[src/rtl/rdmpm_pkg.sv]
package rdmpm_pkg;

  localparam int unsigned SampleW = 12;
  localparam int unsigned LevelW  = 12;
  localparam int unsigned CountW  = 8;
  localparam int unsigned ScaleW  = 24;
  localparam int unsigned RunW    = 9;
  localparam int unsigned StampW  = 32;
  localparam int unsigned CfgIdxW = 2;
  localparam int unsigned CfgW    = 24;
  localparam int unsigned InDataW  = 16;
  localparam int unsigned OutDataW = 40;

  localparam logic [CfgIdxW-1:0] RegRedLevel   = 2'd0;
  localparam logic [CfgIdxW-1:0] RegMinRun     = 2'd1;
  localparam logic [CfgIdxW-1:0] RegPowerScale = 2'd2;

  localparam logic [LevelW-1:0] RedLevelRst   = 12'd2048;
  localparam logic [CountW-1:0] MinRunRst     = 8'd3;
  localparam logic [ScaleW-1:0] PowerScaleRst = 24'd480000;

  typedef enum logic [2:0] {
    ST_IDLE,
    ST_JUDGE,
    ST_PWR_GO,
    ST_PWR_WAIT,
    ST_PUSH
  } ctrl_state_e;

  typedef struct packed {
    logic load;
    logic div_start;
    logic judge;
    logic store_pwr;
    logic push;
  } ctrl_cmd_t;

  typedef struct packed {
    logic div_done;
    logic need_pwr;
    logic out_free;
  } dp_status_t;

endpackage

[src/rtl/rdmpm_div.sv]
module rdmpm_div (
  input  logic                         clk_i,
  input  logic                         rst_ni,
  input  logic                         start_i,
  input  logic [rdmpm_pkg::ScaleW-1:0] num_i,
  input  logic [rdmpm_pkg::StampW-1:0] den_i,
  output logic                         busy_o,
  output logic                         done_o,
  output logic [rdmpm_pkg::ScaleW-1:0] quo_o
);
  import rdmpm_pkg::*;

  localparam int unsigned CntW = $clog2(ScaleW);

  logic [StampW-1:0] rem_q, rem_d;
  logic [ScaleW-1:0] quo_q, quo_d;
  logic [StampW-1:0] den_q;
  logic [CntW-1:0]   cnt_q, cnt_d;
  logic              busy_q, busy_d;
  logic              done_q, done_d;
  logic [StampW:0]   shifted;
  logic [StampW:0]   trial;

  // one quotient bit per cycle, restoring
  always_comb begin
    shifted = {rem_q, quo_q[ScaleW-1]};
    trial   = shifted - {1'b0, den_q};
    rem_d   = rem_q;
    quo_d   = quo_q;
    cnt_d   = cnt_q;
    busy_d  = busy_q;
    done_d  = 1'b0;
    if (start_i) begin
      rem_d  = '0;
      quo_d  = num_i;
      cnt_d  = '0;
      busy_d = 1'b1;
    end else if (busy_q) begin
      if (trial[StampW]) begin
        rem_d = shifted[StampW-1:0];
        quo_d = {quo_q[ScaleW-2:0], 1'b0};
      end else begin
        rem_d = trial[StampW-1:0];
        quo_d = {quo_q[ScaleW-2:0], 1'b1};
      end
      cnt_d = cnt_q + 1'b1;
      if (cnt_q == CntW'(ScaleW - 1)) begin
        busy_d = 1'b0;
        done_d = 1'b1;
      end
    end
  end

  always_ff @(posedge clk_i or negedge rst_ni) begin
    if (!rst_ni) begin
      cnt_q  <= '0;
      busy_q <= 1'b0;
      done_q <= 1'b0;
    end else begin
      cnt_q  <= cnt_d;
      busy_q <= busy_d;
      done_q <= done_d;
    end
  end

  always_ff @(posedge clk_i) begin
    rem_q <= rem_d;
    quo_q <= quo_d;
    if (start_i) begin
      den_q <= den_i;
    end
  end

  assign busy_o = busy_q;
  assign done_o = done_q;
  assign quo_o  = quo_q;

endmodule

[src/rtl/rdmpm_dp.sv]
module rdmpm_dp #(
  parameter int unsigned AVG_TAPS = 8
) (
  input  logic                           clk_i,
  input  logic                           rst_ni,
  input  logic                           cfg_we_i,
  input  logic [rdmpm_pkg::CfgIdxW-1:0]  cfg_idx_i,
  input  logic [rdmpm_pkg::CfgW-1:0]     cfg_data_i,
  input  logic [rdmpm_pkg::SampleW-1:0]  sample_i,
  input  rdmpm_pkg::ctrl_cmd_t           cmd_i,
  output rdmpm_pkg::dp_status_t          status_o,
  input  logic                           m_tready_i,
  output logic                           m_tvalid_o,
  output logic [rdmpm_pkg::OutDataW-1:0] m_tdata_o
);
  import rdmpm_pkg::*;

  localparam int unsigned SumW = SampleW + $clog2(AVG_TAPS);
  // floor(sum / AVG_TAPS) as (sum * ceil(2^DivShift / AVG_TAPS)) >> DivShift
  localparam int unsigned DivShift = SumW + $clog2(AVG_TAPS);
  localparam int unsigned RecipW   = SumW + 1;
  localparam logic [RecipW-1:0] Recip =
    RecipW'(((64'd1 << DivShift) + 64'(AVG_TAPS) - 64'd1) / 64'(AVG_TAPS));

  logic [LevelW-1:0]  red_level_q;
  logic [CountW-1:0]  min_run_q;
  logic [ScaleW-1:0]  scale_q;

  logic [SampleW-1:0] win_q [AVG_TAPS];
  logic [SumW-1:0]    sum_q;
  logic [RunW-1:0]    run_q;
  logic [StampW-1:0]  count_q;
  logic [StampW-1:0]  prev_q;
  logic [StampW-1:0]  latest_q;

  logic [SampleW-1:0] avg_q;
  logic               above_q;
  logic               mark_q;
  logic               pvalid_q;
  logic [ScaleW-1:0]  watts_q;

  logic               out_valid_q;
  logic [OutDataW-1:0] out_data_q;

  logic               div_start;
  logic               div_busy;
  logic               div_done;
  logic [ScaleW-1:0]  div_num;
  logic [StampW-1:0]  div_den;
  logic [ScaleW-1:0]  div_quo;

  logic [SumW+RecipW-1:0] avg_prod;
  logic [SampleW-1:0] avg_c;
  logic               above_c;
  logic [RunW-1:0]    run_inc;
  logic               mark_c;

  always_ff @(posedge clk_i or negedge rst_ni) begin
    if (!rst_ni) begin
      red_level_q <= RedLevelRst;
      min_run_q   <= MinRunRst;
      scale_q     <= PowerScaleRst;
    end else if (cfg_we_i) begin
      case (cfg_idx_i)
        RegRedLevel:   red_level_q <= cfg_data_i[LevelW-1:0];
        RegMinRun:     min_run_q   <= cfg_data_i[CountW-1:0];
        RegPowerScale: scale_q     <= cfg_data_i[ScaleW-1:0];
        default: ;
      endcase
    end
  end

  // window shift line and running sum
  always_ff @(posedge clk_i or negedge rst_ni) begin
    if (!rst_ni) begin
      for (int k = 0; k < AVG_TAPS; k++) begin
        win_q[k] <= '0;
      end
      sum_q <= '0;
    end else if (cmd_i.load) begin
      for (int k = 0; k < AVG_TAPS - 1; k++) begin
        win_q[k] <= win_q[k+1];
      end
      win_q[AVG_TAPS-1] <= sample_i;
      sum_q <= sum_q - SumW'(win_q[0]) + SumW'(sample_i);
    end
  end

  assign div_start = cmd_i.div_start;
  assign div_num   = scale_q;
  assign div_den   = latest_q - prev_q;

  rdmpm_div u_div (
    .clk_i   (clk_i),
    .rst_ni  (rst_ni),
    .start_i (div_start),
    .num_i   (div_num),
    .den_i   (div_den),
    .busy_o  (div_busy),
    .done_o  (div_done),
    .quo_o   (div_quo)
  );

  assign avg_prod = {{RecipW{1'b0}}, sum_q} * {{SumW{1'b0}}, Recip};
  assign avg_c    = avg_prod[DivShift +: SampleW];
  assign above_c  = avg_c > red_level_q;
  assign run_inc  = (run_q <= RunW'(min_run_q)) ? run_q + 1'b1 : run_q;
  assign mark_c   = above_c && (run_inc == RunW'(min_run_q));

  always_ff @(posedge clk_i or negedge rst_ni) begin
    if (!rst_ni) begin
      run_q    <= '0;
      count_q  <= '0;
      prev_q   <= '0;
      latest_q <= '0;
    end else if (cmd_i.judge) begin
      run_q   <= above_c ? run_inc : '0;
      count_q <= count_q + 1'b1;
      if (mark_c) begin
        prev_q   <= latest_q;
        latest_q <= count_q;
      end
    end
  end

  always_ff @(posedge clk_i) begin
    if (cmd_i.judge) begin
      avg_q    <= avg_c;
      above_q  <= above_c;
      mark_q   <= mark_c;
      pvalid_q <= mark_c && (latest_q != '0);
      watts_q  <= '0;
    end else if (cmd_i.store_pwr) begin
      watts_q <= div_quo;
    end
  end

  always_ff @(posedge clk_i or negedge rst_ni) begin
    if (!rst_ni) begin
      out_valid_q <= 1'b0;
    end else if (cmd_i.push) begin
      out_valid_q <= 1'b1;
    end else if (m_tready_i) begin
      out_valid_q <= 1'b0;
    end
  end

  always_ff @(posedge clk_i) begin
    if (cmd_i.push) begin
      out_data_q <= {1'b0, watts_q, pvalid_q, mark_q, above_q, avg_q};
    end
  end

  assign status_o.div_done = div_done;
  assign status_o.need_pwr = mark_c && (latest_q != '0);
  assign status_o.out_free = !out_valid_q || m_tready_i;

  assign m_tvalid_o = out_valid_q;
  assign m_tdata_o  = out_data_q;

`ifndef SYNTHESIS
  a_pvalid_mark: assert property (@(posedge clk_i) disable iff (!rst_ni)
    out_valid_q |-> (!out_data_q[14] || out_data_q[13]))
    else $error("power reported without a mark");
  a_mark_above: assert property (@(posedge clk_i) disable iff (!rst_ni)
    out_valid_q |-> (!out_data_q[13] || out_data_q[12]))
    else $error("mark reported below level");
  a_div_idle: assert property (@(posedge clk_i) disable iff (!rst_ni)
    div_start |-> !div_busy)
    else $error("divider restarted while busy");
  a_push_free: assert property (@(posedge clk_i) disable iff (!rst_ni)
    cmd_i.push |-> (!out_valid_q || m_tready_i))
    else $error("output register overwritten");
`endif

endmodule

[src/rtl/rdmpm_ctrl.sv]
module rdmpm_ctrl (
  input  logic                  clk_i,
  input  logic                  rst_ni,
  input  logic                  s_tvalid_i,
  output logic                  s_tready_o,
  input  rdmpm_pkg::dp_status_t status_i,
  output rdmpm_pkg::ctrl_cmd_t  cmd_o
);
  import rdmpm_pkg::*;

  ctrl_state_e state_q, state_d;

  always_comb begin
    state_d = state_q;
    case (state_q)
      ST_IDLE:     if (s_tvalid_i) state_d = ST_JUDGE;
      ST_JUDGE:    state_d = status_i.need_pwr ? ST_PWR_GO : ST_PUSH;
      ST_PWR_GO:   state_d = ST_PWR_WAIT;
      ST_PWR_WAIT: if (status_i.div_done) state_d = ST_PUSH;
      ST_PUSH:     if (status_i.out_free) state_d = ST_IDLE;
      default:     state_d = ST_IDLE;
    endcase
  end

  always_comb begin
    cmd_o      = '0;
    s_tready_o = 1'b0;
    case (state_q)
      ST_IDLE: begin
        s_tready_o = 1'b1;
        cmd_o.load = s_tvalid_i;
      end
      ST_JUDGE:    cmd_o.judge = 1'b1;
      ST_PWR_GO:   cmd_o.div_start = 1'b1;
      ST_PWR_WAIT: cmd_o.store_pwr = status_i.div_done;
      ST_PUSH:     cmd_o.push = status_i.out_free;
      default: ;
    endcase
  end

  always_ff @(posedge clk_i or negedge rst_ni) begin
    if (!rst_ni) begin
      state_q <= ST_IDLE;
    end else begin
      state_q <= state_d;
    end
  end

endmodule

[src/rtl/rotating_disc_mark_power_meter.sv]
// Channel     Dir  Payload
// s_axis      in   tdata[11:0] sample
// m_axis      out  tdata[11:0] average, [12] above_level, [13] mark_start,
//                  [14] power_valid, [38:15] power_watts
// cfg         in   write enable, index 0..2, 24-bit data
//
// Steps per item: accept, judge, push, and a power division before the push
// when a power value is computed, on a bit-serial divider at one quotient
// bit a cycle; the average is a reciprocal multiply by a constant.
// Reset is asynchronous, active low, and restores the register defaults.
// A finished item waits in the output register; the next sample is taken
// meanwhile and only its final write waits for the output to drain.
module rotating_disc_mark_power_meter #(
  parameter int unsigned AVG_TAPS = 8
) (
  input  logic                           clk_i,
  input  logic                           rst_ni,
  input  logic                           s_axis_tvalid_i,
  output logic                           s_axis_tready_o,
  input  logic [rdmpm_pkg::InDataW-1:0]  s_axis_tdata_i,  // sample
  output logic                           m_axis_tvalid_o,
  input  logic                           m_axis_tready_i,
  // average, above_level, mark_start, power_valid, power_watts, pad
  output logic [rdmpm_pkg::OutDataW-1:0] m_axis_tdata_o,
  input  logic                           cfg_we_i,
  input  logic [rdmpm_pkg::CfgIdxW-1:0]  cfg_idx_i,
  input  logic [rdmpm_pkg::CfgW-1:0]     cfg_data_i
);
  import rdmpm_pkg::*;

  ctrl_cmd_t  cmd;
  dp_status_t status;

  rdmpm_ctrl u_ctrl (
    .clk_i      (clk_i),
    .rst_ni     (rst_ni),
    .s_tvalid_i (s_axis_tvalid_i),
    .s_tready_o (s_axis_tready_o),
    .status_i   (status),
    .cmd_o      (cmd)
  );

  rdmpm_dp #(
    .AVG_TAPS (AVG_TAPS)
  ) u_dp (
    .clk_i      (clk_i),
    .rst_ni     (rst_ni),
    .cfg_we_i   (cfg_we_i),
    .cfg_idx_i  (cfg_idx_i),
    .cfg_data_i (cfg_data_i),
    .sample_i   (s_axis_tdata_i[SampleW-1:0]),
    .cmd_i      (cmd),
    .status_o   (status),
    .m_tready_i (m_axis_tready_i),
    .m_tvalid_o (m_axis_tvalid_o),
    .m_tdata_o  (m_axis_tdata_o)
  );

endmodule

[config.mk]
export PLATFORM = sky130hd
export DESIGN_NAME = rotating_disc_mark_power_meter
export DESIGN_NICKNAME = d
export VERILOG_FILES = /design/src/rtl/rdmpm_pkg.sv /design/src/rtl/rdmpm_div.sv /design/src/rtl/rdmpm_dp.sv /design/src/rtl/rdmpm_ctrl.sv /design/src/rtl/rotating_disc_mark_power_meter.sv
export SDC_FILE = /design/constraint.sdc
export NUM_CORES = 1
export LEC_CHECK = 0
export ABC_AREA = 1
export BUFFER_PORTS_ARGS = -buffer_cell sky130_fd_sc_hd__buf_2
export CAP_MARGIN = 0
export CORE_MARGIN = 2
export CORE_UTILIZATION = 25
export DETAILED_ROUTE_END_ITERATION = 10
export PLACE_DENSITY = 0.4
export SLEW_MARGIN = 10
export SYNTH_ARGS = -nofsm -noshare
export SYNTH_HDL_FRONTEND = slang
export SYNTH_HIERARCHICAL = 1
export SYNTH_SLANG_ARGS = --single-unit
export TNS_END_PERCENT = 50
[constraint.sdc]
create_clock -name clk_i -period 3.8 [get_ports clk_i]
set_clock_uncertainty 0.1 [all_clocks]
set_input_delay 0.38 -clock clk_i [delete_from_list [all_inputs] [get_ports clk_i]]
set_output_delay 0.38 -clock clk_i [all_outputs]
set_load 0.01 [all_outputs]
==> flow_summary.ini <==
[cts]
cts_tree = yes
cts_buffer_depth = 3
cts_resized = 0
clk_pin_slew_ps = 60
htreeDepth = 2
post_cts_buffers = 0
clk_latency_ps = 660
numCtsBuffers = 55
root_buffer = clkbuf_16
cts.hold.buffers_added = 37
numClockSinks = 437

[routing]
drc = 0
finalWirelength_um = 58600
dr.pass1.iters = 5
via_per_inst = 4.12
final_antenna_net_count = 0
vias = 18133
drtIter0Drc = 936
avgRoutedWirePerCell_um = 13.3

[finish]
final_cells = 4404
finalNetCount = 3266
seq_area_um2 = 11200
design_area_um2 = 27900
syn2layout_area_growth_pct = 17.8
final_util = 0.298
multi_input_comb_area_um2 = 9900
n_antenna_cell = 0
drive_gt1_frac = 0.0879
fillers = 10131

[synthesis]
ys_ff_latch = 437
async_reset_ff_frac = 0.620
yosysSeqAreaShare = 0.473
synth_top_area_frac = 0.275
syn_nets = 3152
synth.area.top_cells = dfrtp_1 (28%), nand2_1 (15%), edfxtp_1 (14%), inv_1 (8.9%), ha_1 (5.3%)
synth_area_per_cell_um2 = 7.94
synthDistinctLibCells = 58
synth-edff-count = 110
syn_inst = 2990
ys.flop_type = dfrtp_1
synth_area_um2 = 23700
yosysTopAreaCell = dfrtp_1
yosys_warnings = 6

[global_routing]
grt_usage = 0.121
grt_pass1_wl_um = 97400
first_global_vias = 18254
grt_start_max_net_pins = 117
antenna_found_initial = 0
grt-ovfl-total = 0

[sta]
slew_viol_final = 0
slew-limit-headroom = 0.381
worst_slew_pin_slew_ps = 927
whs_ps = 63.4
fin_crit_ps = 3170
setup_ws_ps = 630
rsz0062_at_grt = no
setup_violations = 0
fmax_mhz = 315
period_share = 0.834
setup_tns_ps = 0
finalHoldViolCount = 0

[power_and_ir_drop]
power_density_nw_per_um2 = 726
leakage_nw = 14.2
total_power_mw = 20.3
irDropWorstVdd_uv = 414

[worst_setup_path]
worstSetupPathType = register to register
critical_path_required_ps = 4180
endpoint_kind = register
startpoint_type = register
worstPathArrival_ps = 3550
worstPathMaxFanout = 63

[die]
rows = 112
initial_core_util = 0.253
die_w_um = 312
core_um2 = 93700
ios = 89
die_h_um = 312
die_area_um2 = 97400

[placement]
dp_cells = 4264
preCtsSetupSlack_ps = 652
gp_congestion = 0.811
dp_hpwl_um = 41000
numPortBuffers = 83
placed_cell_area_um2 = 25600

[hold_path]
hold_path_class = primary input to register

[run_status]
outcome = finished, final reports clean

[job]
maxCapViolations = 0
[logic make-up (layout without fill, tap and decap cells)]
kind of cell    after synthesis  count (layout)  share of synthesized area
xor+xnor                     85              85                     0.0314
fa+ha+maj                   115             115                     0.0651
other cells                   1               1                   0.000158
flops                       437             437                      0.473
mux                          12              12                    0.00570
buf+inv                     665             825                      0.112
simple gates               1370            1370                      0.245
compound gates              305             305                     0.0683
[worst paths after layout]
| check | startpoint | end | slack [ps] | depth (start not counted) |
|---|---|---|---|---|
| worst max-delay path | u_dp/min_run_q[7]$_DFFE_PN0P_ | u_dp/latest_q[20]$_DFFE_PN0P_ | 630 | 17 |
| worst min-delay path | s_axis_tdata_i[5] | u_dp/win_q[5]$_DFFE_PN0P_ | 60 | 3 |
| worst max register to register | u_dp/min_run_q[7]$_DFFE_PN0P_ | u_dp/latest_q[20]$_DFFE_PN0P_ | 630 | 17 |
| worst min register to register | u_dp/avg_q[10]$_DFFE_PP_ | u_dp/m_tdata_o[10]$_DFFE_PP_ | 310 | 0 |
| max in group asynchronous | rst_ni | u_dp/prev_q[20]$_DFFE_PN0P_ | 2440 | 3 |
| min in group asynchronous | rst_ni | u_dp/latest_q[19]$_DFFE_PN0P_ | 270 | 2 |
[layout make-up]
class                      count  area share
clock buffer                  85      0.0602
clock inverter                18      0.0120
inverter                     579      0.0779
multi-input combinational   1888       0.354
sequential                   437       0.401
tap                         1254      0.0561
timing repair buffer         143      0.0382
[cells in the mapped netlist (12+ instances only)]
master	count
xnor2_1	31
nand3_1	122
edfxtp_1	110
nor2_1	152
o21ai_0	182
mux2_2	12
nor4_1	12
inv_1	560
nand2_1	919
clkbuf_1	61
xor2_1	54
dfxtp_1	56
fa_1	14
nand4_1	88
a21oi_1	75
inv_2	17
ha_1	101
nor3_1	31
buf_6	18
dfrtp_1	261
[cells in the final DEF, fill, tap and decap left out, types with 8 or more instances in the layout]
cell,instances
a21oi_1,75
nand4_1,88
ha_1,101
nand3_1,122
fa_1,14
buf_12,8
xnor2_1,31
dfrtp_1,261
clkbuf_8,15
mux2_2,12
clkinv_2,9
buf_2,82
dfxtp_1,56
nand2_1,919
dlygate4sd3_1,37
dfstp_2,10
o21ai_0,182
clkbuf_1,13
xor2_1,54
nor2_1,149
clkbuf_16,57
inv_1,559
nor4_1,12
buf_4,15
inv_2,16
edfxtp_1,110
o22ai_1,10
nor3_1,30
[power by group]
group / switching [mW] / leakage, nW / total (mW) / internal [mW]
sequential: 0.642 / 5.01 / 6.89 / 6.25
combinational: 5.06 / 8.23 / 7.68 / 2.62
clock: 2.18 / 0.989 / 5.71 / 3.53
total: 7.88 / 14.2 / 20.3 / 12.4
[worst max-delay path, stage by stage, from the launching register on]
cell and delay [ps]:
dfrtp_1 410, inv_1 100, ha_1 320, nand2_1 120, inv_1 50, a21oi_1 140
nand3_1 110, nand2_1 320, nand2_1 160, nand3_1 110, nand2_1 80, nor2_1 140
nand2_1 130, nor2_4 130, buf_12 260, nand4_1 130, nand2_1 90, inv_1 40
[sequential cells by signal (all words and copies together) (netlist names), 3 cells and up]
signal and count:
u_dp/u_div/quo_o 24, u_dp/watts_q 24, u_dp/latest_q 32, u_dp/min_run_q 8, u_dp/count_q 32, u_dp/m_tdata_o 39
u_ctrl/state_q 3, u_dp/div_num 24, u_dp/avg_q 12, u_dp/run_q 9, u_dp/u_div/cnt_q 5, u_dp/sum_q 15
u_dp/prev_q 32, u_dp/u_div/rem_q 32, u_dp/u_div/den_q 32, u_dp/win_q 96, u_dp/red_level_q 12
[layer usage]
| metal | routed length, µm | global-route usage |
|---|---|---|
| met5 | 0 | 0 |
| met4 | 1350 | 0.0344 |
| met3 | 1880 | 0.0204 |
| met2 | 26200 | 0.194 |
| met1 | 29200 | 0.169 |
(Power assumes the default switching activity.)
